[config.mk]
export PLATFORM = sky130hd
export DESIGN_NAME = cocs_srgb_enc
export DESIGN_NICKNAME = d
export VERILOG_FILES = /design/src/rtl/core/assert_macros.svh /design/src/rtl/core/cocs_pkg.sv /design/src/rtl/core/cocs_srgb_enc.sv
export SDC_FILE = /design/constraint.sdc
export NUM_CORES = 1
export LEC_CHECK = 0
export BUFFER_PORTS_ARGS = -buffer_cell sky130_fd_sc_hd__clkbuf_2
export CORE_MARGIN = 4
export CORE_UTILIZATION = 45
export CTS_BUF_LIST = sky130_fd_sc_hd__clkbuf_16
export CTS_CLUSTER_DIAMETER = 30
export DETAILED_ROUTE_END_ITERATION = 6
export PLACE_DENSITY = 0.67
export SETUP_SLACK_MARGIN = 0.05
export SLEW_MARGIN = 20
export SYNTH_ARGS = -nofsm -noshare
export SYNTH_HDL_FRONTEND = slang
export SYNTH_SLANG_ARGS = --single-unit
[constraint.sdc]
create_clock -name clk -period 8.3 [get_ports clk]
set_input_delay 1.66 -clock clk [delete_from_list [all_inputs] [get_ports clk]]
set_output_delay 1.66 -clock clk [all_outputs]
set_load 0.01 [all_outputs]
[src/rtl/core/assert_macros.svh]
// Assertion macros for the core RTL.
`ifndef ASSERT_MACROS_SVH
`define ASSERT_MACROS_SVH

// Same-cycle implication, checked on every rising clk edge out of reset.
`define COCS_ASSERT_IMP(label, ante, cons, msg) \
  label: assert property (@(posedge clk) disable iff (!rst_n) (ante) |-> (cons)) \
    else $error(msg);

// Next-cycle implication, checked on every rising clk edge out of reset.
`define COCS_ASSERT_NXT(label, ante, cons, msg) \
  label: assert property (@(posedge clk) disable iff (!rst_n) (ante) |=> (cons)) \
    else $error(msg);

`endif

[src/rtl/core/cocs_pkg.sv]
// Types, constants and elaboration-time functions of the paper/onion compositor.
package cocs_pkg;

  localparam int COORD_W  = 16;
  localparam int LIN_W    = 12;
  localparam int WIDE_W   = 13;
  localparam int SUM_W    = 14;
  localparam int PROD_W   = 25;
  localparam int CODE_W   = 8;
  localparam int CODE_N   = 256;
  localparam int THRESH_W = 13;
  localparam int CHAN_N   = 3;

  localparam logic [LIN_W-1:0] LIN_ONE    = 12'd4095;
  localparam logic [LIN_W-1:0] DARK_SHADE = 12'd3194;

  // x / 4095 for x < 2**25 as (x * DIV_RECIP) >> DIV_SHIFT, exact over that range
  localparam logic [PROD_W-1:0] ROUND_HALF = 25'd2047;
  localparam int DIV_SHIFT = 37;
  localparam int RECIP_W   = 26;
  localparam logic [RECIP_W-1:0] DIV_RECIP =
    26'(((64'd1 << DIV_SHIFT) + 64'd4094) / 64'd4095);

  typedef struct packed {
    logic signed [COORD_W-1:0] pixel_x;
    logic signed [COORD_W-1:0] pixel_y;
    logic [LIN_W-1:0]          src_red;
    logic [LIN_W-1:0]          src_green;
    logic [LIN_W-1:0]          src_blue;
    logic [LIN_W-1:0]          src_alpha;
    logic                      onion_present;
    logic [LIN_W-1:0]          onion_red;
    logic [LIN_W-1:0]          onion_green;
    logic [LIN_W-1:0]          onion_blue;
    logic [LIN_W-1:0]          onion_alpha;
  } in_word_t;

  typedef struct packed {
    logic [CODE_W-1:0] out_red;
    logic [CODE_W-1:0] out_green;
    logic [CODE_W-1:0] out_blue;
  } out_word_t;

  typedef struct packed {
    logic [LIN_W-1:0] red;
    logic [LIN_W-1:0] green;
    logic [LIN_W-1:0] blue;
    logic [LIN_W-1:0] alpha;
  } rgba_t;

  typedef struct packed {
    logic [LIN_W-1:0] red;
    logic [LIN_W-1:0] green;
    logic [LIN_W-1:0] blue;
  } lin_rgb_t;

  // entry b: smallest linear level that encodes to byte b or above (4096: never)
  typedef logic [CODE_N-1:0][THRESH_W-1:0] thresh_tab_t;

  function automatic logic [255:0] big_pow(logic [255:0] base, int unsigned e);
    logic [255:0] acc;
    acc = 256'd1;
    for (int unsigned k = 0; k < e; k++) acc = acc * base;
    return acc;
  endfunction

  // Exact check of round(255 * E(idx / dm1)) >= b, with integer arithmetic only.
  function automatic bit srgb_reaches(longint unsigned idx, longint unsigned b,
                                      longint unsigned dm1);
    bit           lin_part;
    logic [255:0] lhs;
    logic [255:0] rhs;
    lin_part = (idx * 64'd10000000) <= (64'd31308 * dm1);
    if (lin_part) return (idx * 64'd32946) >= ((64'd2 * b - 64'd1) * dm1 * 64'd5);
    lhs = big_pow(256'd10761, 12) * big_pow(256'(idx), 5);
    rhs = big_pow(256'(64'd40 * b + 64'd541), 12) * big_pow(256'(dm1), 5);
    return lhs >= rhs;
  endfunction

  function automatic thresh_tab_t srgb_thresholds(int unsigned depth);
    thresh_tab_t     tab;
    longint unsigned dm1;
    longint unsigned lo;
    longint unsigned hi;
    longint unsigned mid;
    longint unsigned idx;
    dm1 = longint'(depth) - 64'd1;
    tab = '0;
    for (int b = 1; b < CODE_N; b++) begin
      lo = 0;
      hi = 64'd4096;
      while (lo < hi) begin
        mid = (lo + hi) / 2;
        idx = (mid * dm1 * 64'd2 + 64'd4095) / 64'd8190;
        if (srgb_reaches(idx, longint'(b), dm1)) hi = mid;
        else lo = mid + 64'd1;
      end
      tab[b] = THRESH_W'(lo);
    end
    return tab;
  endfunction

endpackage

[src/rtl/core/cocs_srgb_enc.sv]
// Eight-stage sRGB encoder: binary search of a byte threshold table, three lanes.
module cocs_srgb_enc #(
  parameter int SRGB_TABLE_DEPTH = 4096
) (
  input  logic                          clk,
  input  logic                          en,
  input  cocs_pkg::lin_rgb_t            lin,
  output cocs_pkg::out_word_t           code
);

  localparam int STEPS = cocs_pkg::CODE_W;
  localparam cocs_pkg::thresh_tab_t THRESH =
    cocs_pkg::srgb_thresholds(SRGB_TABLE_DEPTH);

  logic [cocs_pkg::LIN_W-1:0]  lin_vec [cocs_pkg::CHAN_N];
  logic [cocs_pkg::LIN_W-1:0]  lin_r   [STEPS-1][cocs_pkg::CHAN_N];
  logic [cocs_pkg::CODE_W-1:0] code_r  [STEPS][cocs_pkg::CHAN_N];

  assign lin_vec[0] = lin.red;
  assign lin_vec[1] = lin.green;
  assign lin_vec[2] = lin.blue;

  for (genvar k = 0; k < STEPS; k++) begin : g_step
    for (genvar c = 0; c < cocs_pkg::CHAN_N; c++) begin : g_lane
      logic [cocs_pkg::LIN_W-1:0]  lvl;
      logic [cocs_pkg::CODE_W-1:0] base;
      logic [cocs_pkg::CODE_W-1:0] cand;

      if (k == 0) begin : g_first
        assign lvl  = lin_vec[c];
        assign base = '0;
      end else begin : g_next
        assign lvl  = lin_r[k-1][c];
        assign base = code_r[k-1][c];
      end

      // try the next lower bit of the code; keep it if its threshold is met
      assign cand = base | cocs_pkg::CODE_W'(1 << (STEPS - 1 - k));

      always_ff @(posedge clk) begin
        if (en) begin
          code_r[k][c] <= (THRESH[cand] <= {1'b0, lvl}) ? cand : base;
        end
      end

      if (k < STEPS - 1) begin : g_carry
        always_ff @(posedge clk) begin
          if (en) begin
            lin_r[k][c] <= lvl;
          end
        end
      end
    end
  end

  assign code.out_red   = code_r[STEPS-1][0];
  assign code.out_green = code_r[STEPS-1][1];
  assign code.out_blue  = code_r[STEPS-1][2];

endmodule

**After elaboration in Yosys (flattened, before gate mapping)**

Memories as Yosys holds them, arrays and structs flattened.
Cells that the tools add are included.

- Multiply operators: 0
- Bitwise operators: 0
- Equal/unequal tests: 0
- Add/subtract/negate cells: 0
- Reduce and logical (&&, ||, !) cells: 0
- Magnitude comparators: 45
- Muxes and demuxes: 47
- Divide/modulo/power cells: 0
- Shifts and indexed selects: 0

Operator list:

| cell | count |
|---|---|
| <= comparator 13 x 12 -> 1 bit | 21 |
| two-way mux 13 bit | 21 |
| less-than comparator 8 x 9 -> 1 bit, second input constant | 21 |
| <= comparator 10 x 12 -> 1 bit, first input constant | 3 |
| two-way mux 8 bit | 3 |
| two-way mux 7 bit | 3 |
| two-way mux 6 bit | 3 |
| two-way mux 5 bit | 3 |
| two-way mux 4 bit | 3 |
| two-way mux 3 bit | 3 |
| two-way mux 2 bit | 3 |
| two-way mux 1 bit | 5 |

- Bits in latches: 0
- Register bits after elaboration: 0
- Logic and storage cells: 115
- Bits in read-only memories: 34944
- Bits of input ports: 38
- Output and inout bits: 24
- RAM bits: 444
- Memories: 23

Memories:

| memory | words | bits a word | read ports | clocked after Yosys merged registers in | write ports | RTL line | source |
|---|---|---|---|---|---|---|---|
| (no name shown) | 128 | 13 | 1 | 0 | 0 | cocs_srgb_enc.sv:42 | `code_r[k][c] <= (THRESH[cand] <= {1'b0, lvl}) ? cand : base;` |
| (no name shown) | 128 | 13 | 1 | 0 | 0 | cocs_srgb_enc.sv:42 |  |
| (no name shown) | 128 | 13 | 1 | 0 | 0 | cocs_srgb_enc.sv:42 |  |
| (no name shown) | 128 | 13 | 1 | 0 | 0 | cocs_srgb_enc.sv:42 |  |
| (no name shown) | 128 | 13 | 1 | 0 | 0 | cocs_srgb_enc.sv:42 |  |
| (no name shown) | 128 | 13 | 1 | 0 | 0 | cocs_srgb_enc.sv:42 |  |
| 17 more memories | -- | -- | -- | -- | -- | -- |  |

**Depth between registers and ports, before layout**

Gate-level depths: netlist of run 1.
An unclocked memory read counts as a cell.

- Depth in word-level cells: 5
- Mapped depth: 15
- Depth with buffers taken out: 13

**Worst setup path before layout of run 1**

OpenSTA, ideal clock, no wires.

- Kind: register to register
- Start point: mem code_r[1][57] (netlist name)
- End point: mem code_r[1][80] (netlist name), data pin
- Path buffers: 2
- Cell stages (with the launch flop): 16
- Clock period less this slack: 3.412 ns
- Path slack: 4.888 ns
- Setup time: 0.152 ns
- Arrival time: 3.260 ns
- Data required time: 8.148 ns
- Cell sequence: edfxtp_1 -> clkbuf_1 -> inv_1 -> ha_1 -> buf_2 -> nor2b_1 -> a21oi_1 -> mux4_2 -> o221a_1 -> nor3_1 -> ha_1 -> nor2b_1 -> o211ai_1 -> a21oi_1 -> a211o_1 -> o22ai_1

RTL lines:

| element | RTL line | source |
|---|---|---|
| from (decl) | cocs_srgb_enc.sv:17 | `logic [cocs_pkg::CODE_W-1:0] code_r [STEPS][cocs_pkg::CHAN_N];` |

==> results of run 1 <==
## routing by layer
layer  vias up  global-route usage (%)  share of wire [%]
li1      11400                       -                  -
met2       861                    33.8                 49
met1     11100                    25.8                 42
met4         0                    8.11                3.2
met3       181                    3.37                6.1
met5         -                       0                  0
## registers in the layout (all words and copies together), names as in the netlist
name / cells
code_r: 108
lin_r: 252
## stage by stage
stage	cells	util, %	total power [mW]	instance area (sq um)
2_1_floorplan	3129	-	3.20	28800
3_3_place_gp	3817	46.4	3.50	29300
3_5_place_dp	3817	46.4	3.55	29300
4_1_cts	3983	51.2	7.04	32400
5_1_grt	3984	51.2	7.33	32400
6_report	3984	51.2	6.98	32400
## layout by cell type, fill, tap and decap left out, types with 47 or more instances in the layout
cell type,synthesis,layout
nand2b_1,73,73
a21oi_1,234,234
o211ai_1,50,50
a31oi_1,47,47
clkbuf_2,0,60
ha_1,342,342
nor2_1,201,201
nand3_1,52,52
inv_1,289,295
o21ai_0,278,278
edfxtp_1,360,360
a211oi_1,51,51
nor2b_1,78,78
nor3_1,61,61
clkbuf_16,0,90
nand2_1,223,223
## cells by family (layout without fill, tap and decap cells)
logic type	count (synthesis)	after routing	share of synthesized area, %
AOI/OAI and AO/OA	963	963	21.1
and+or+nand+nor	830	830	14.1
buffers and inverters	538	547	7.57
DFF	360	360	37.5
adders and majority gates	343	343	14.9
muxes	90	90	4.64
xor gates and xnor gates	5	5	0.152
## area by class of cell
type	instances	area (sq um)
fill	5649	30800
multi-input combinational	2231	15800
sequential	360	10800
clock buffer	90	2250
inverter	297	1110
tap	846	1060
clock inverter	76	816
timing repair buffer	84	508
## worst max-delay path: stages (launching register included)
cell	delay (ps)
edfxtp_1	820
inv_1	330
ha_1	590
nand2_1	290
nand2_1	80
mux4_2	460
o221ai_1	230
o311ai_1	190
ha_1	240
a21o_1	150
a21o_1	170
a221o_1	350
a21oi_1	150
a21o_1	130
## Yosys cell counts, types with 20 or more instances
library cell / count / area [sq um]
mux2i_1: 39 / 390
buf_2: 49 / 245
a21o_1: 42 / 315
a211oi_1: 51 / 383
nor3_1: 61 / 305
clkbuf_1: 141 / 529
nor2_1: 201 / 754
o211ai_1: 50 / 375
o22ai_1: 25 / 156
nand3_1: 52 / 260
nand4_1: 27 / 169
nand2_1: 223 / 837
a221oi_1: 23 / 201
o21ai_0: 278 / 1390
nand2b_1: 73 / 457
a31oi_1: 47 / 294
a21oi_1: 234 / 1170
nor2b_1: 78 / 488
and2_1: 20 / 125
o311ai_0: 21 / 184
buf_1: 24 / 90.1
and3_1: 24 / 150
mux4_2: 33 / 743
edfxtp_1: 360 / 10800
buf_4: 27 / 203
ha_1: 342 / 4280
o31ai_1: 21 / 158
inv_1: 289 / 1080
## path summary, 6_finish.rpt
kind                                     from       endpoint  slack, ps  cells past startpoint
worst min-delay path             lin_r[2][45]    lin_r[3][9]        440                      0
worst max register to register  code_r[1][66]  code_r[1][88]       3990                     13
worst max-delay path            code_r[1][66]  code_r[1][88]       3990                     13
worst min register to register   lin_r[2][45]    lin_r[3][9]        440                      0
## where the power goes
| part | switching [mW] | leakage, nW | internal (mW) |
|---|---|---|---|
| sequential | 0.147 | 3.49 | 2.16 |
| clock | 1.13 | 1.49 | 2.31 |
| combinational | 0.735 | 8.56 | 0.506 |
==> results by group, run 1 <==
Clocking
  • Worst-path clk slew: approximately 40 ps
  • Post-CTS Hold Fix Bufs: 0
  • CTS tree: built
  • CTS buffer count: 90
  • Post-CTS setup buffers: 0
  • CTS Sinks: 360
  • Clk root buf: clkbuf_16
  • CTS max path bufs: 3
  • CTS resizes: 0
  • Clk Latency, worst-skew pair: 630 ps
  • H-Tree Depth: 3

Timing
  • Slew @ Worst Pin: 1060 ps
  • Final hold slack: ~440 ps
  • Slew HR: 29.5%
  • Final hold violation count: 0
  • Final worst path period need: between 4000 and 5000 ps
  • Fmax: around 230 MHz
  • Max-slew violation count: 0
  • Clock Skews: 42.4 ps
  • # setup viols final: 0
  • Tcrit/Tclk final: approximately 52%
  • Setup slack after layout: roughly 4000 ps
  • RSZ-0062 raised after global routing: no
  • Setup TNS: 0 ps

Worst setup path
  • CP required: approximately 8800 ps
  • WS Path Type: reg -> reg
  • Startpoint Class: flop
  • Setup crit end kind: flop
  • CP arrival: about 4800 ps
  • Highest net fanout along the worst path: 21

Synth
  • YS warnings: 0
  • Synthesized netlist cell count: roughly 3.1k
  • Async SR Flop Fraction: 0%
  • Sequential area share after synthesis: roughly 38%
  • Mapped cell area: around 29,000 sq um
  • Syn Area/Cell: ~9.2 sq um
  • Main flop type after synthesis: edfxtp_1
  • Syn nets: around 3.5k
  • EDFF count, synth: 360
  • Synth Register Bits: 360
  • Synth cell types: 81

Floorplan
  • Core ar.: between 60,000 and 70,000 sq um
  • # IOs: 62
  • Starting Density: between 40% and 50%
  • Die height: 261 um
  • Die Wd: approximately 260 um
  • Die area: around 68,000 sq um
  • Rows: around 90

Global routing
  • Initial antenna violation count: 0
  • Largest net degree at the start of global routing: between 150 and 200
  • Overflow after GRT: 0
  • Global-route wire length before repair: 115,000 um
  • Total track usage: 20.1%
  • Vias in the first global route: 22.9k

Routing
  • Drt initial violations: between 2k and 2.5k
  • # DRC: 0
  • Routed WL: ~70,000 um
  • ANT nets after route: 0
  • Avg WL per Cell: 17.6 um
  • Via/cell ratio: roughly 5.9
  • Pre-Repair DR Iteration Count: 6
  • Detailed-route via count: about 24k

Hold path
  • HP Class: reg -> reg

Power and ir drop
  • Leak Pwr: ~14 nW
  • Peak supply drop: 0.169 mV
  • Pwr/cell area: 216 nW/um^2

Placement
  • PortBufs: 61
  • GP Congestion: approximately 0.92
  • Hpwl dp: 47,900 um
  • Pre-CTS setup slack: just over 4000 ps

Flow run
  • Max cap viols: 0

Cells and area
  • Synthesis-to-finish area growth: 12.4%
  • Ant diodes: 0
  • Fraction of layout instances using a drive strength above 1: 9.78%
  • Nets: ~3.4k

Outcome
  • Status: finished clean
Note: power is estimated with default switching activity, not from simulation.
==> run 2: changes to the inputs <==
--- a/config.mk
+++ b/config.mk
@@ -11,7 +11,7 @@
 export CTS_BUF_LIST = sky130_fd_sc_hd__clkbuf_16
 export CTS_CLUSTER_DIAMETER = 30
 export DETAILED_ROUTE_END_ITERATION = 6
-export PLACE_DENSITY = 0.67
+export PLACE_DENSITY = 0.7
 export SETUP_SLACK_MARGIN = 0.05
 export SLEW_MARGIN = 20
 export SYNTH_ARGS = -nofsm -noshare
==> constraint.sdc (replaced) <==
create_clock -name clk -period 3.6 [get_ports clk]
set_input_delay 0.72 -clock clk [delete_from_list [all_inputs] [get_ports clk]]
set_output_delay 0.72 -clock clk [all_outputs]
set_load 0.01 [all_outputs]
==> run 2 against run 1 <==
Final area is 2.8% higher. Critical endpoint unchanged. Worst setup slack lost 3800 ps. Register-to-register slack lost 3800 ps. Clock skew increased by 8.4 ps. Global-route usage decreased by 0.87 points. Die area is the same. Combinational power rose by 140%. Largest power group unchanged. Clock power rose by 130%. Utilization grew 1.4 points. Largest cell class unchanged. Via count fell by 0.14%.
==> results by group, run 2 (synthesized netlist as in run 1, its figures left out) <==
Hold path
  • Hold path depth: 1
  • HP Class: in -> reg
  • Min-delay src: lin[16]
  • Hold EP: lin_r[0][16]

Floorplan
  • Die height: approximately 260 um
  • Core ar.: between 60,000 and 70,000 sq um
  • Die Wd: 261 um
  • # IOs: just over 60
  • Rows: 92
  • Starting Density: a little under half
  • Die area: 68,200 sq um

Routing
  • ANT nets after route: 0
  • Routed WL: 66,700 um
  • # DRC: 0
  • Via/cell ratio: between 5 and 6
  • Avg WL per Cell: ~16 um
  • Drt initial violations: roughly 1.9k
  • Pre-Repair DR Iteration Count: 7
  • Detailed-route via count: between 20k and 25k

Worst setup path
  • CP arrival: 3830 ps
  • CP Cell Sequence: inv_1 > ha_1 > o21ai_0 > mux4_2 > o221ai_1 > o311ai_1 > ha_1 > a21o_1 > a21o_1 > a221o_1 > a21oi_1 > a21o_1
  • Reg2Reg Capture Point: code_r[1][88]
  • CP required: 4070 ps
  • Reg2Reg Depth: 12
  • FF-to-FF Start: code_r[1][65]
  • Crit. Startpoint: code_r[1][65]
  • Slowest cell on crit path: mux4_2
  • Highest net fanout along the worst path: 12
  • WS Path Type: reg -> reg
  • Worst stage delay on the critical path: roughly 500 ps
  • Startpoint Class: flop
  • R2r setup slk: 240 ps
  • Worst path most repeated cell: a21o_1
  • Setup crit end kind: flop

Placement
  • Hpwl dp: 47,000 um
  • PortBufs: 61
  • GP Congestion: roughly 1

Power and ir drop
  • Peak supply drop: between 0.6 and 0.7 mV
  • Tot Pwr: 16.1 mW
  • Leak Pwr: roughly 14 nW
  • Pwr/cell area: between 400 and 500 nW/um^2

Outcome
  • Status: finished clean

Cells and area
  • Commonest cells after routing, fill and taps aside: edfxtp_1 (360), ha_1 (340), inv_1 (296), o21ai_0 (278), a21oi_1 (234)
  • Largest registers: lin_r (252), code_r (108)
  • # fillers: roughly 5.6k
  • Synthesis-to-finish area growth: 15.5%
  • Leading cell type in the layout, fill and taps excluded: edfxtp_1
  • Max reg flops: ~250
  • Largest Register: lin_r
  • Fraction of layout instances using a drive strength above 1: between 10% and 20%
  • Nets: 3,544

Timing
  • Clock Skews: between 50 and 60 ps
  • Slew @ Worst Pin: approximately 850 ps
  • RSZ-0062 raised after global routing: no
  • Tcrit/Tclk final: approximately 93%
  • Setup TNS: 0 ps
  • Slew HR: 43.2%
  • Max-slew violation count: 0
  • Fmax: approximately 300 MHz
  • Final worst path period need: about 3400 ps
  • # setup viols final: 0
  • Final hold violation count: 0

Clocking
  • Worst-path clk slew: around 50 ps
  • CTS max path bufs: 3
  • Clk Latency, worst-skew pair: 620 ps
  • CTS Sinks: 360
  • CTS tree: built
  • Clk root buf: clkbuf_16
  • CTS buffer count: 85
  • H-Tree Depth: 3

Global routing
  • Initial antenna violation count: 0
  • Largest net degree at the start of global routing: 90
  • Total track usage: around 19%
  • Overflow after GRT: 0
  • Vias in the first global route: 22.1k
  • Global-route wire length before repair: about 110,000 um

Flow run
  • Max cap viols: 0
==> run 2: changes by cell type in the layout (fill, tap and decap cells not counted), sizes merged, moves of 3 or more <==
cell / previous run / this run
clkbuf: 150 / 146
inv: 309 / 306
buf: 24 / 129
clkinvlp: 14 / 7
bufinv: 10 / 13
==> run 2: power by group <==
part / internal, mW / switching [mW]
Combinational: 1.28 / 1.74
Clock: 5.31 / 2.49
Sequential: 4.97 / 0.268
Total: 11.6 / 4.50
==> run 2: how the worst max path moves through the flow <==
stage	end	slack (ps)
after global placement	code_r[1][80]	190
final	code_r[1][88]	240
after CTS	code_r[1][80]	100
after global routing	code_r[1][88]	60
after detailed placement	code_r[1][80]	90
after floorplan	code_r[1][80]	190
==> run 2: layer usage <==
metal | share of wire (%) | routed length [um] | vias to the layer above | global-route usage [%]
li1 | - | - | 11600 | -
met1 | 42 | 28100 | 10900 | 25.0
met2 | 47 | 31600 | 876 | 32.0
met3 | 7.5 | 4980 | 176 | 3.81
met4 | 3.0 | 1980 | 0 | 7.01
met5 | 0 | 0 | - | 0
==> run 2: through the flow <==
stage	setup WS, ps	hold slack, ps	area (sq um)	instances	util [%]
4_1_cts	95.7	235	33200	4076	52.6
3_5_place_dp	94.7	432	30200	3920	47.8
3_3_place_gp	188	431	30200	3920	47.8
6_report	237	280	33300	4080	52.7
2_1_floorplan	188	417	28800	3129	-
5_1_grt	55.4	251	33300	4079	52.7
==> run 2: cell type report <==
cell class,instances,area [sq um],share of cell area (%)
Antenna cell,1,2.50,0.00752
Clock buffer,86,2150,6.46
Clock inverter,70,852,2.56
Inverter,297,1110,3.35
Multi-Input combinational cell,2231,15900,47.6
Sequential cell,360,10800,32.5
Tap cell,846,1060,3.18
Timing Repair Buffer,189,1450,4.36
==> run 2: critical path: cells and delay by family (launching register included) <==
family          cells  cell delay, ps
compound gates      8            1460
mux                 1             500
fa+ha+maj           2             720
flops               1             390
buf+inv             1             170
==> run 2: timing repair <==
item	4_1_cts	5_1_grt
gates resized for setup	0	8
endpoints found under the setup margin	0	2
hold buffers	0	0
buffers inserted	0	3
endpoints found under the hold margin	0	0
