<file path="config.mk">
export PLATFORM = sky130hd
export DESIGN_NAME = cocs_mulround
export DESIGN_NICKNAME = d
export VERILOG_FILES = /design/src/rtl/core/assert_macros.svh /design/src/rtl/core/cocs_pkg.sv /design/src/rtl/core/cocs_mulround.sv
export SDC_FILE = /design/constraint.sdc
export NUM_CORES = 1
export LEC_CHECK = 0
export ABC_AREA = 0
export BUFFER_PORTS_ARGS = -buffer_cell sky130_fd_sc_hd__buf_2
export CORE_MARGIN = 2
export CORE_UTILIZATION = 58
export CTS_BUF_LIST = sky130_fd_sc_hd__clkbuf_8
export CTS_CLUSTER_SIZE = 12
export DETAILED_ROUTE_END_ITERATION = 12
export GPL_ROUTABILITY_DRIVEN = 0
export GPL_TIMING_DRIVEN = 0
export HOLD_SLACK_MARGIN = 0.08
export PLACE_DENSITY = 0.76
export SLEW_MARGIN = 0
export SYNTH_ARGS = -nofsm -noshare
export SYNTH_HDL_FRONTEND = slang
export SYNTH_SLANG_ARGS = --single-unit
</file>
<file path="constraint.sdc">
create_clock -name clk -period 10.84 [get_ports clk]
set_input_delay 1.084 -clock clk [delete_from_list [all_inputs] [get_ports clk]]
set_output_delay 1.084 -clock clk [all_outputs]
set_load 0.1 [all_outputs]
</file>
<file path="src/rtl/core/assert_macros.svh">
// Assertion macros for the core RTL.
`ifndef ASSERT_MACROS_SVH
`define ASSERT_MACROS_SVH

// Same-cycle implication, checked on every rising clk edge out of reset.
`define COCS_ASSERT_IMP(label, ante, cons, msg) \
  label: assert property (@(posedge clk) disable iff (!rst_n) (ante) |-> (cons)) \
    else $error(msg);

// Next-cycle implication, checked on every rising clk edge out of reset.
`define COCS_ASSERT_NXT(label, ante, cons, msg) \
  label: assert property (@(posedge clk) disable iff (!rst_n) (ante) |=> (cons)) \
    else $error(msg);

`endif

</file>
<file path="src/rtl/core/cocs_pkg.sv">
// Types, constants and elaboration-time functions of the paper/onion compositor.
package cocs_pkg;

  localparam int COORD_W  = 16;
  localparam int LIN_W    = 12;
  localparam int WIDE_W   = 13;
  localparam int SUM_W    = 14;
  localparam int PROD_W   = 25;
  localparam int CODE_W   = 8;
  localparam int CODE_N   = 256;
  localparam int THRESH_W = 13;
  localparam int CHAN_N   = 3;

  localparam logic [LIN_W-1:0] LIN_ONE    = 12'd4095;
  localparam logic [LIN_W-1:0] DARK_SHADE = 12'd3194;

  // x / 4095 for x < 2**25 as (x * DIV_RECIP) >> DIV_SHIFT, exact over that range
  localparam logic [PROD_W-1:0] ROUND_HALF = 25'd2047;
  localparam int DIV_SHIFT = 37;
  localparam int RECIP_W   = 26;
  localparam logic [RECIP_W-1:0] DIV_RECIP =
    26'(((64'd1 << DIV_SHIFT) + 64'd4094) / 64'd4095);

  typedef struct packed {
    logic signed [COORD_W-1:0] pixel_x;
    logic signed [COORD_W-1:0] pixel_y;
    logic [LIN_W-1:0]          src_red;
    logic [LIN_W-1:0]          src_green;
    logic [LIN_W-1:0]          src_blue;
    logic [LIN_W-1:0]          src_alpha;
    logic                      onion_present;
    logic [LIN_W-1:0]          onion_red;
    logic [LIN_W-1:0]          onion_green;
    logic [LIN_W-1:0]          onion_blue;
    logic [LIN_W-1:0]          onion_alpha;
  } in_word_t;

  typedef struct packed {
    logic [CODE_W-1:0] out_red;
    logic [CODE_W-1:0] out_green;
    logic [CODE_W-1:0] out_blue;
  } out_word_t;

  typedef struct packed {
    logic [LIN_W-1:0] red;
    logic [LIN_W-1:0] green;
    logic [LIN_W-1:0] blue;
    logic [LIN_W-1:0] alpha;
  } rgba_t;

  typedef struct packed {
    logic [LIN_W-1:0] red;
    logic [LIN_W-1:0] green;
    logic [LIN_W-1:0] blue;
  } lin_rgb_t;

  // entry b: smallest linear level that encodes to byte b or above (4096: never)
  typedef logic [CODE_N-1:0][THRESH_W-1:0] thresh_tab_t;

  function automatic logic [255:0] big_pow(logic [255:0] base, int unsigned e);
    logic [255:0] acc;
    acc = 256'd1;
    for (int unsigned k = 0; k < e; k++) acc = acc * base;
    return acc;
  endfunction

  // Exact check of round(255 * E(idx / dm1)) >= b, with integer arithmetic only.
  function automatic bit srgb_reaches(longint unsigned idx, longint unsigned b,
                                      longint unsigned dm1);
    bit           lin_part;
    logic [255:0] lhs;
    logic [255:0] rhs;
    lin_part = (idx * 64'd10000000) <= (64'd31308 * dm1);
    if (lin_part) return (idx * 64'd32946) >= ((64'd2 * b - 64'd1) * dm1 * 64'd5);
    lhs = big_pow(256'd10761, 12) * big_pow(256'(idx), 5);
    rhs = big_pow(256'(64'd40 * b + 64'd541), 12) * big_pow(256'(dm1), 5);
    return lhs >= rhs;
  endfunction

  function automatic thresh_tab_t srgb_thresholds(int unsigned depth);
    thresh_tab_t     tab;
    longint unsigned dm1;
    longint unsigned lo;
    longint unsigned hi;
    longint unsigned mid;
    longint unsigned idx;
    dm1 = longint'(depth) - 64'd1;
    tab = '0;
    for (int b = 1; b < CODE_N; b++) begin
      lo = 0;
      hi = 64'd4096;
      while (lo < hi) begin
        mid = (lo + hi) / 2;
        idx = (mid * dm1 * 64'd2 + 64'd4095) / 64'd8190;
        if (srgb_reaches(idx, longint'(b), dm1)) hi = mid;
        else lo = mid + 64'd1;
      end
      tab[b] = THRESH_W'(lo);
    end
    return tab;
  endfunction

endpackage

</file>
<file path="src/rtl/core/cocs_mulround.sv">
// Two-stage rounded product a * b / 4095 (halves up) by reciprocal multiply.
module cocs_mulround (
  input  logic                          clk,
  input  logic                          en,
  input  logic [cocs_pkg::WIDE_W-1:0]   a,
  input  logic [cocs_pkg::LIN_W-1:0]    b,
  output logic [cocs_pkg::WIDE_W-1:0]   q
);

  localparam int FULL_W = cocs_pkg::PROD_W + cocs_pkg::RECIP_W;

  logic [cocs_pkg::PROD_W-1:0] prod_r;
  logic [cocs_pkg::PROD_W-1:0] biased;
  logic [FULL_W-1:0]           scaled;
  logic [cocs_pkg::WIDE_W-1:0] q_r;

  always_ff @(posedge clk) begin
    if (en) begin
      prod_r <= cocs_pkg::PROD_W'(a) * cocs_pkg::PROD_W'(b);
    end
  end

  // floor((2p + 4095) / 8190) equals floor((p + 2047) / 4095)
  assign biased = prod_r + cocs_pkg::ROUND_HALF;
  assign scaled = FULL_W'(biased) * FULL_W'(cocs_pkg::DIV_RECIP);

  always_ff @(posedge clk) begin
    if (en) begin
      q_r <= scaled[cocs_pkg::DIV_SHIFT +: cocs_pkg::WIDE_W];
    end
  end

  assign q = q_r;

endmodule

</file>
[After elaboration in Yosys (flattened, before gate mapping)]
Index checks and enable logic that the tools add are counted.
Storage, ports and cells
  register bits after elaboration: 38
  output and inout bits: 13
  logic and storage cells: 5
  input port bits: 27
Cells by class
  add/sub/neg operators: 1
  multipliers: 2
Operators with widths (number)
  multiplier 25 x 26 -> 50 bit, second input constant: 1
  adder 25 x 11 -> 25 bit, second input constant: 1
  multiplier 13 x 12 -> 25 bit: 1

[Depth between registers and ports, before layout]
Gate-level depths: netlist of run 1.
  word-level depth: 2
  depth in mapped cells: 27
  mapped depth without buffers: 27

[Worst setup path before layout of run 1]
No wires, ideal clock.
  kind: input-to-reg
  start point: input b[5] in the netlist's numbering
  end point: register prod_r[24] in the netlist's numbering (data pin)
  arrival time: 5.963 ns
  stages on the path: 20
  setup time: 0.260 ns
  buffers on the path: 1
  path slack: 4.617 ns
  required time: 10.580 ns
  cells stage by stage: clkbuf_1 -> nand2_1 -> fa_1 -> inv_1 -> fa_1 -> inv_1 -> fa_1 -> inv_1 -> fa_1 -> fa_1 -> ha_1 -> a31oi_1 -> nor2_1 -> a311o_1 -> nor3_2 -> o31ai_2 -> a2111oi_2 -> o21bai_1 -> a21oi_1 -> xnor2_1
Between the ends
  word-level cells in the longest chain between the ends: 1
RTL lines
  start: declaration: line cocs_mulround.sv:6  | input logic [cocs_pkg::LIN_W-1:0] b,
  multiplier 13 x 12 -> 25 bit: line cocs_mulround.sv:19  | prod_r <= cocs_pkg::PROD_W'(a) * cocs_pkg::PROD_W'(b);
  end signal: assignment: line cocs_mulround.sv:19
  end: declaration: line cocs_mulround.sv:12  | logic [cocs_pkg::PROD_W-1:0] prod_r;
Every way passes these cells.
A chain may end at the register's enable or synchronous reset.

[Final worst setup path of run 1]
  start point: register prod_r[0] in the netlist's numbering
  end point: register q_r, in the netlist q[8] (data pin)
Between the ends
  word-level cells in the longest chain between the ends: 2
RTL lines
  adder 25 x 11 -> 25 bit: line cocs_mulround.sv:24  | assign biased = prod_r + cocs_pkg::ROUND_HALF;
  multiplier 25 x 26 -> 50 bit: line cocs_mulround.sv:25  | assign scaled = FULL_W'(biased) * FULL_W'(cocs_pkg::DIV_RECIP);
  named net scaled[45]: line cocs_mulround.sv:14  | logic [FULL_W-1:0] scaled;
  end signal: assignment: line cocs_mulround.sv:29  | q_r <= scaled[cocs_pkg::DIV_SHIFT +: cocs_pkg::WIDE_W];
  end: declaration: line cocs_mulround.sv:15  | logic [cocs_pkg::WIDE_W-1:0] q_r;
The timed path passes the listed nets, and every way through them passes these cells.

==> metrics.txt, run 1 <==
total track usage=0.233; dominant delay contributor by cell family on the critical path=adder cells; Critical path buffers and inverters=0; CTS tree=yes; initial DRC count=368; Cell variety after synth=between 50 and 60; Area Overhead vs Synth=5.71%; Reg-to-Reg End=q[8]; Synth Warn #=0; Startpoint Class=flip-flop; Critical Path RT=between 10,000 and 15,000 ps; FFs w/ async S/R, synth=0; final WL=~20,000 um; Die H=134 um; Synth Area in XOR/XNOR=0.0495; vias in the first global route=between 7,000 and 8,000; Seq. cell area=0.00114 mm^2; setup tns final=0 ps; worst hold slack=around 900 ps; worst skew pair latency=~310 ps; Compound-Gate Fraction of Synth Area=0.0608; crit path time final=7090 ps; final setup fails=0; worst hold path class=reg2reg; Max H-tree Level=2; final hold viol count=0; Crit path arrival time=7120 ps; Post-Syn Area=just under 0.01 mm^2; r2r setup slk=about 3700 ps; diode count=0; syn nets=between 1,000 and 1,500; ANT nets after route=0; Starting Density=0.591; Post-Layout Cell Count=between 1,000 and 1,500; Slowest-stage cell, CP=edfxtp_1; Critical Path Sink Type=flip-flop; Die W=134 um; 1st-pass router iterations=5; dpl hpwl=between 15,000 and 20,000 um; footprint of the multi-input gates=a little under 0.008 mm^2; register bit count reported by yosys=38; Primary FF master, synth=edfxtp_1; RSZ-0062 raised after global routing=no; worst r2r src=prod_r[0]; Die ar.=between 0.015 and 0.02 mm^2; CTS root buffer=clkbuf_8; Crit path top cell by count=ha_1; Setup Skew=around 11 ps; via count=6,957; Max Freq=between 100 and 150 MHz; crit path to=q[8]; worst slew pin tran=824 ps; Post-Synth Simple-Gate Area=0.132; vias per std cell=between 5 and 6; max-capacitance violation count=0; cell row count=47; Slew Viols, Final=0; CTS Sinks=38; run status=finished clean; crit share post-route=0.654; main combinational cell family by area after synthesis=adder cells; Max FO, Critical Path=8; cell count after synthesis=1,009; Post-synth EDFFs=38; Setup crit start=prod_r[0]; Reg clk slew, reported paths=~80 ps; most common cell after layout, fill and taps aside=ha_1; Avg Inst Size Synth=~9.6 um^2; mux contribution to synthesized area=0; relative slew slack=0.451; fill cell count=around 1,400; cell count along the critical path=23; CP Cell Sequence=nor2_1 > nand3_1 > nor3b_1 > nor2_1 > and3_1 > xor2_1 > ha_1 > ha_1 > ha_1 > ha_1 > ha_1 > fa_1 > ha_1 > ha_1 > nand4_1 > nor4_1 > a31o_2 > a221o_2 > a31oi_2 > a211o_2 > o21ai_4 > nand3_1 > xnor2_1; share of layout cells above drive strength 1=0.0606; commonest non-fill, non-tap cells in the layout=ha_1, inv_1, fa_1; GRT overflow=0; IO buf count=39; number of CTS-inserted buffers=5; largest net degree at the start of global routing=39; initial antenna violation count=0; adder-cell share of the synthesized area=0.556; critical path class=reg2reg; drt drc=0; clk buf depth=2; largest stage delay on the critical path=~570 ps; wire per inst=15.3 um; number of gates resized after CTS=0; cts hold-fix bufs=0; postcts setup bufs=0; sequential area share after synthesis=0.117; r2r worst-path depth=23; Placed Instances=between 1,000 and 1,500; Core Footprint=roughly 0.016 mm^2; Final nets=roughly 1,400; first-pass GRT wire length=about 33,000 um; Ports=40
==> sequential cells by signal (all words and copies together), names as in the netlist <==
name,cells
prod_r,25
q,13
==> worst min-delay path, delay by kind of cell, from the launching register on <==
kind	cells	cell delay, ps
xor+xnor	2	380
flops	1	390
==> metal layers <==
metal,GRT usage,routed length (um),up-vias
met3,0.0453,986,21
met2,0.411,9790,149
met4,0.0325,203,0
li1,-,-,3365
met1,0.307,8550,3422
met5,0,0,-
==> cell type report <==
| class | count | share of cell area |
|---|---|---|
| plain buffers | 26 | 0.0102 |
| clock buffers | 5 | 0.00669 |
| clock inverters | 3 | 0.00158 |
| inverters | 189 | 0.0690 |
| multi-input cells | 756 | 0.756 |
| flip-flops and latches | 38 | 0.111 |
| well taps | 220 | 0.0268 |
| repair buffers | 39 | 0.0190 |
==> cell usage after synthesis, types with 2 or more instances <==
library cell	n	share of area
ha_1	234	0.30
a211o_1	2	0.0018
inv_1	189	0.073
and2_1	61	0.039
nor2_1	20	0.0077
a211oi_1	5	0.0039
a21oi_1	22	0.011
o21bai_1	3	0.0023
xnor2_1	39	0.035
nand2b_1	3	0.0019
o21ai_0	11	0.0057
nand4_1	9	0.0058
o21a_1	4	0.0031
a31oi_1	2	0.0013
xor2_1	16	0.014
o31ai_1	2	0.0015
and3_1	8	0.0051
edfxtp_1	38	0.12
nor3_1	9	0.0046
nor2b_1	6	0.0039
a21o_1	14	0.011
o21ai_1	2	0.0010
nand3_1	15	0.0077
fa_1	124	0.26
nand2_1	119	0.046
clkbuf_1	25	0.0096
==> cells by family (layout without fill, tap and decap cells) <==
kind of cell	Yosys count	in the layout
adder cells (fa/ha/maj)	358	358
AND/OR/NAND/NOR	260	260
buffers and inverters	215	262
AO/OA/AOI/OAI	83	83
XOR/XNOR	55	55
flip-flops	38	38
==> through the flow <==
stage	util	cell area, um^2	setup WS [ps]
after floorplan	-	9730	4620
after CTS	0.624	10300	3720
final	0.624	10300	3750
after detailed placement	0.619	10200	3770
after global routing	0.624	10300	3310
after global placement	0.619	10200	3810
==> worst min path at each step <==
| stage | startpoint | to | cells after the start |
|---|---|---|---|
| after floorplan | prod_r[24] | q[12] | 2 |
| after global placement | prod_r[24] | q[12] | 2 |
| after detailed placement | prod_r[24] | q[12] | 2 |
| after CTS | prod_r[24] | q[12] | 2 |
| after global routing | prod_r[24] | q[12] | 2 |
| final | prod_r[24] | q[12] | 2 |
Power of run 1 is not shown: default switching activity piles up to over one toggle a cycle in this logic, so the estimate is an artifact.
==> run 2: changes to the inputs <==
PLACE_DENSITY = 0.79   (was 0.76)
clock period = 6 ns   (was 10.84 ns; I/O delays follow)
==> metrics.txt, run 2 (synthesis gave the netlist of run 1 again) <==
run status=finished, violations left; failing checks=setup timing; Reg clk slew, reported paths=80 ps; Starting Density=0.591; Biggest register=prod_r; Critical Path Sink Type=flip-flop; largest net degree at the start of global routing=39; drt drc=0; 1st-pass router iterations=5; Die H=approximately 130 um; number of CTS-inserted buffers=5; Setup Skew=around 19 ps; Slowest-stage cell, CP=fa_1; IO buf count=39; wire per inst=approximately 18 um; worst slew pin tran=between 800 and 900 ps; crit share post-route=1.10; share of layout cells above drive strength 1=0.156; max-capacitance violation count=0; Post-Layout Cell Count=1,302; DP Worst Slack=-1010 ps; Ports=40; final hold viol count=0; max reg flops=25; Max FO, Critical Path=6; GRT overflow=0; commonest non-fill, non-tap cells in the layout=ha_1, inv_1, fa_1; Core Footprint=approximately 0.016 mm^2; worst hold path class=in2reg; post-route setup slack=-597 ps; ANT nets after route=0; diode count=0; CTS root buffer=clkbuf_8; Slew Viols, Final=0; dpl hpwl=17,300 um; Final nets=1,467; via count=7,552; Startpoint Class=flip-flop; initial antenna violation count=0; cts hold-fix bufs=0; Crit path arrival time=between 6000 and 7000 ps; Die ar.=roughly 0.018 mm^2; Area Overhead vs Synth=14.0%; total track usage=0.257; CTS Sinks=38; critical path class=reg2reg; vias in the first global route=7,744; Crit path top cell by count=inv_2; final WL=around 24,000 um; most common cell after layout, fill and taps aside=ha_1; final setup fails=13; clk buf depth=2; crit path time final=6600 ps; initial DRC count=578; Max H-tree Level=2; vias per std cell=between 5 and 6; CTS tree=yes; Die W=between 100 and 150 um; first-pass GRT wire length=between 30,000 and 40,000 um; fill cell count=approximately 1,200; Max Freq=roughly 150 MHz; relative slew slack=0.411; Placed Instances=about 1,300; largest stage delay on the critical path=470 ps; worst skew pair latency=approximately 300 ps; Critical Path RT=approximately 6100 ps; RSZ-0062 raised after global routing=yes; cell row count=47
## run 2: stage by stage
stage	hold slack, ps	setup TNS (ps)	area [um^2]	utilization
final	677	-5140	11100	0.673
after global placement	815	-10360	10200	0.620
after global routing	680	-7920	11100	0.673
after detailed placement	797	-12410	10200	0.620
after CTS	681	-237	10800	0.655
after floorplan	681	0	9730	-
## run 2: worst paths after layout
| path | depth (start not counted) | end | startpoint | slack [ps] |
|---|---|---|---|---|
| max reg2reg | 27 | q[9] | prod_r[3] | -600 |
| min | 2 | prod_r[0] | b[0] | 680 |
| min reg2reg | 2 | q[8] | prod_r[20] | 940 |
| max | 27 | q[9] | prod_r[3] | -600 |
## run 2: timing repair
item | 4_1_cts | 5_1_grt
pin swaps | 38 | 28
setup endpoints to repair | 16 | 16
gates resized for setup | 50 | 34
setup buffers | 25 | 21
## run 2: cell type report
type,count,area [um^2],area share
Multi-Input combinational cell,756,8260,0.745
Timing Repair Buffer,85,561,0.0506
Sequential cell,38,1140,0.103
Tap cell,220,275,0.0248
Inverter,189,709,0.0640
Clock buffer,5,68.8,0.00621
Buffer,7,37.5,0.00339
Clock inverter,2,33.8,0.00305
## run 2: worst max-delay path, delay by kind of cell, from the launching register on
family          cells  cell delay (ps)
compound gates      5             1090
xor+xnor            2              530
fa+ha+maj           7             2210
buf+inv             5              320
flops               1              440
simple gates        8             1800
## run 2: metal layers
metal,vias to the layer above,routed length [um],global-route usage,share of wire
met1,3722,9520,0.322,0.40
met5,-,0,0,0
met3,99,1360,0.0312,0.057
li1,3407,-,-,-
met4,0,1080,0.0839,0.045
met2,324,12100,0.463,0.50
Power of run 2 is left out for the same reason.
==> run 3: changes to the inputs <==
CTS_BUF_LIST = sky130_fd_sc_hd__clkbuf_4   (was sky130_fd_sc_hd__clkbuf_8)
==> metrics.txt, run 3 (synthesis gave the netlist of run 1 again) <==
final setup fails=13; Startpoint Class=flip-flop; most common cell after layout, fill and taps aside=ha_1; worst hold path class=in2reg; Reg-to-Reg End=q[10]; vias per std cell=between 5 and 6; 1st-pass router iterations=6; dpl hpwl=roughly 17,000 um; crit path to=q[10]; failing checks=setup timing; run status=finished, violations left; share of layout cells above drive strength 1=0.154; r2r worst-path depth=25; setup tns final=-5000 ps; Biggest register=prod_r; Area Overhead vs Synth=13.6%; Critical Path Sink Type=flip-flop; Critical path buffers and inverters=3; Slew Viols, Final=0; CTS Sinks=38; relative slew slack=0.380; Ports=40; clk buf depth=2; Critical Path RT=6130 ps; CTS root buffer=clkbuf_4; final hold viol count=0; Final nets=about 1,500; worst hold slack=605 ps; Die H=134 um; total track usage=0.255; dpl cell area=around 0.010 mm^2; Crit path top cell by count=ha_4; crit path time final=around 6500 ps; via count=around 7,500; GRT overflow=0; drt drc=0; fill cell count=roughly 1,200; worst slew pin tran=around 920 ps; Crit path arrival time=~6600 ps; initial antenna violation count=0; vias in the first global route=7,668; diode count=0; worst skew pair latency=370 ps; Die W=about 130 um; largest net degree at the start of global routing=39; IO buf count=39; largest stage delay on the critical path=approximately 550 ps; initial DRC count=approximately 570; number of CTS-inserted buffers=5; RSZ-0062 raised after global routing=yes; Max H-tree Level=2; cell row count=47; Die ar.=0.0178 mm^2; Seq. cell area=~0.0011 mm^2; Max Freq=154 MHz; Setup crit start=prod_r[19]; Core Footprint=roughly 0.016 mm^2; wire per inst=between 15 and 20 um; final WL=~24,000 um; dominant delay contributor by cell family on the critical path=adder cells; max-capacitance violation count=0; cell count along the critical path=25; final cell area excluding filler cells=0.0111 mm^2; CTS tree=yes; post-route setup slack=-504 ps; max reg flops=25; first-pass GRT wire length=36,300 um; footprint of the multi-input gates=0.00829 mm^2; r2r setup slk=-500 ps; Reg clk slew, reported paths=between 100 and 150 ps; worst r2r src=prod_r[19]; Starting Density=0.591; commonest non-fill, non-tap cells in the layout=ha_1, inv_1, fa_1; Max FO, Critical Path=5; critical path class=reg2reg; ANT nets after route=0; Slowest-stage cell, CP=edfxtp_1; Setup Skew=about 26 ps; crit share post-route=1.08
## run 3: cell count changes in the layout (fill, tap and decap cells not counted), sizes merged
cell    previous run  this run
buf               82        83
clkbuf            15        12
## run 3: layout make-up
| cell class | instances | share of cell area |
|---|---|---|
| multi-input combinational | 756 | 0.750 |
| sequential | 38 | 0.103 |
| inverter | 189 | 0.0642 |
| timing repair buffer | 82 | 0.0479 |
| tap | 220 | 0.0249 |
| buffer | 8 | 0.00362 |
| clock buffer | 5 | 0.00340 |
| clock inverter | 2 | 0.00306 |
## run 3: worst reg2reg max path, cell delays in order (launching register included)
cell      delay (ps)
edfxtp_1         550
and3_1           270
and3_1           260
nand3_1          130
nor3_1           350
xor2_2           340
ha_4             280
ha_4             190
ha_4             250
ha_4             250
ha_4             260
inv_1             50
fa_1             510
inv_1             50
ha_1             270
ha_1             290
nand4_1          180
nor3_2           270
a31o_2           180
a221o_2          160
a31oi_4          120
a211o_4          360
o21ai_4          270
buf_6            170
nand2_1           90
xnor2_1          170
## run 3: metrics by stage
stage	setup WS (ps)	instances	utilization
3_3_place_gp	-907	1268	0.620
5_1_grt	-710	1300	0.671
6_report	-504	1300	0.671
3_5_place_dp	-1010	1268	0.620
2_1_floorplan	12.5	1009	-
4_1_cts	-83.8	1291	0.654
## run 3: what timing repair did
action,4_1_cts,5_1_grt
endpoints found under the setup margin,16,15
cloned,0,0
pin swaps,38,31
gates resized for setup,50,32
buffers inserted,25,18
hold buffers,0,0
## run 3: worst min-delay path by stage
stage	startpoint	endpoint	slack (ps)	depth (start not counted)
floorplan	prod_r[24]	q[12]	680	2
global placement	prod_r[24]	q[12]	810	2
detailed placement	prod_r[24]	q[12]	800	2
CTS	b[0]	prod_r[0]	610	2
global route	b[0]	prod_r[0]	590	2
finish	b[0]	prod_r[0]	600	2
## run 3: per-layer routing
metal / vias up / share of wire / GRT usage
li1: 3403 / - / -
met1: 3689 / 0.39 / 0.319
met2: 340 / 0.50 / 0.451
met3: 98 / 0.064 / 0.0346
met4: 0 / 0.041 / 0.0940
met5: - / 0 / 0
Power of run 3 is left out for the same reason.
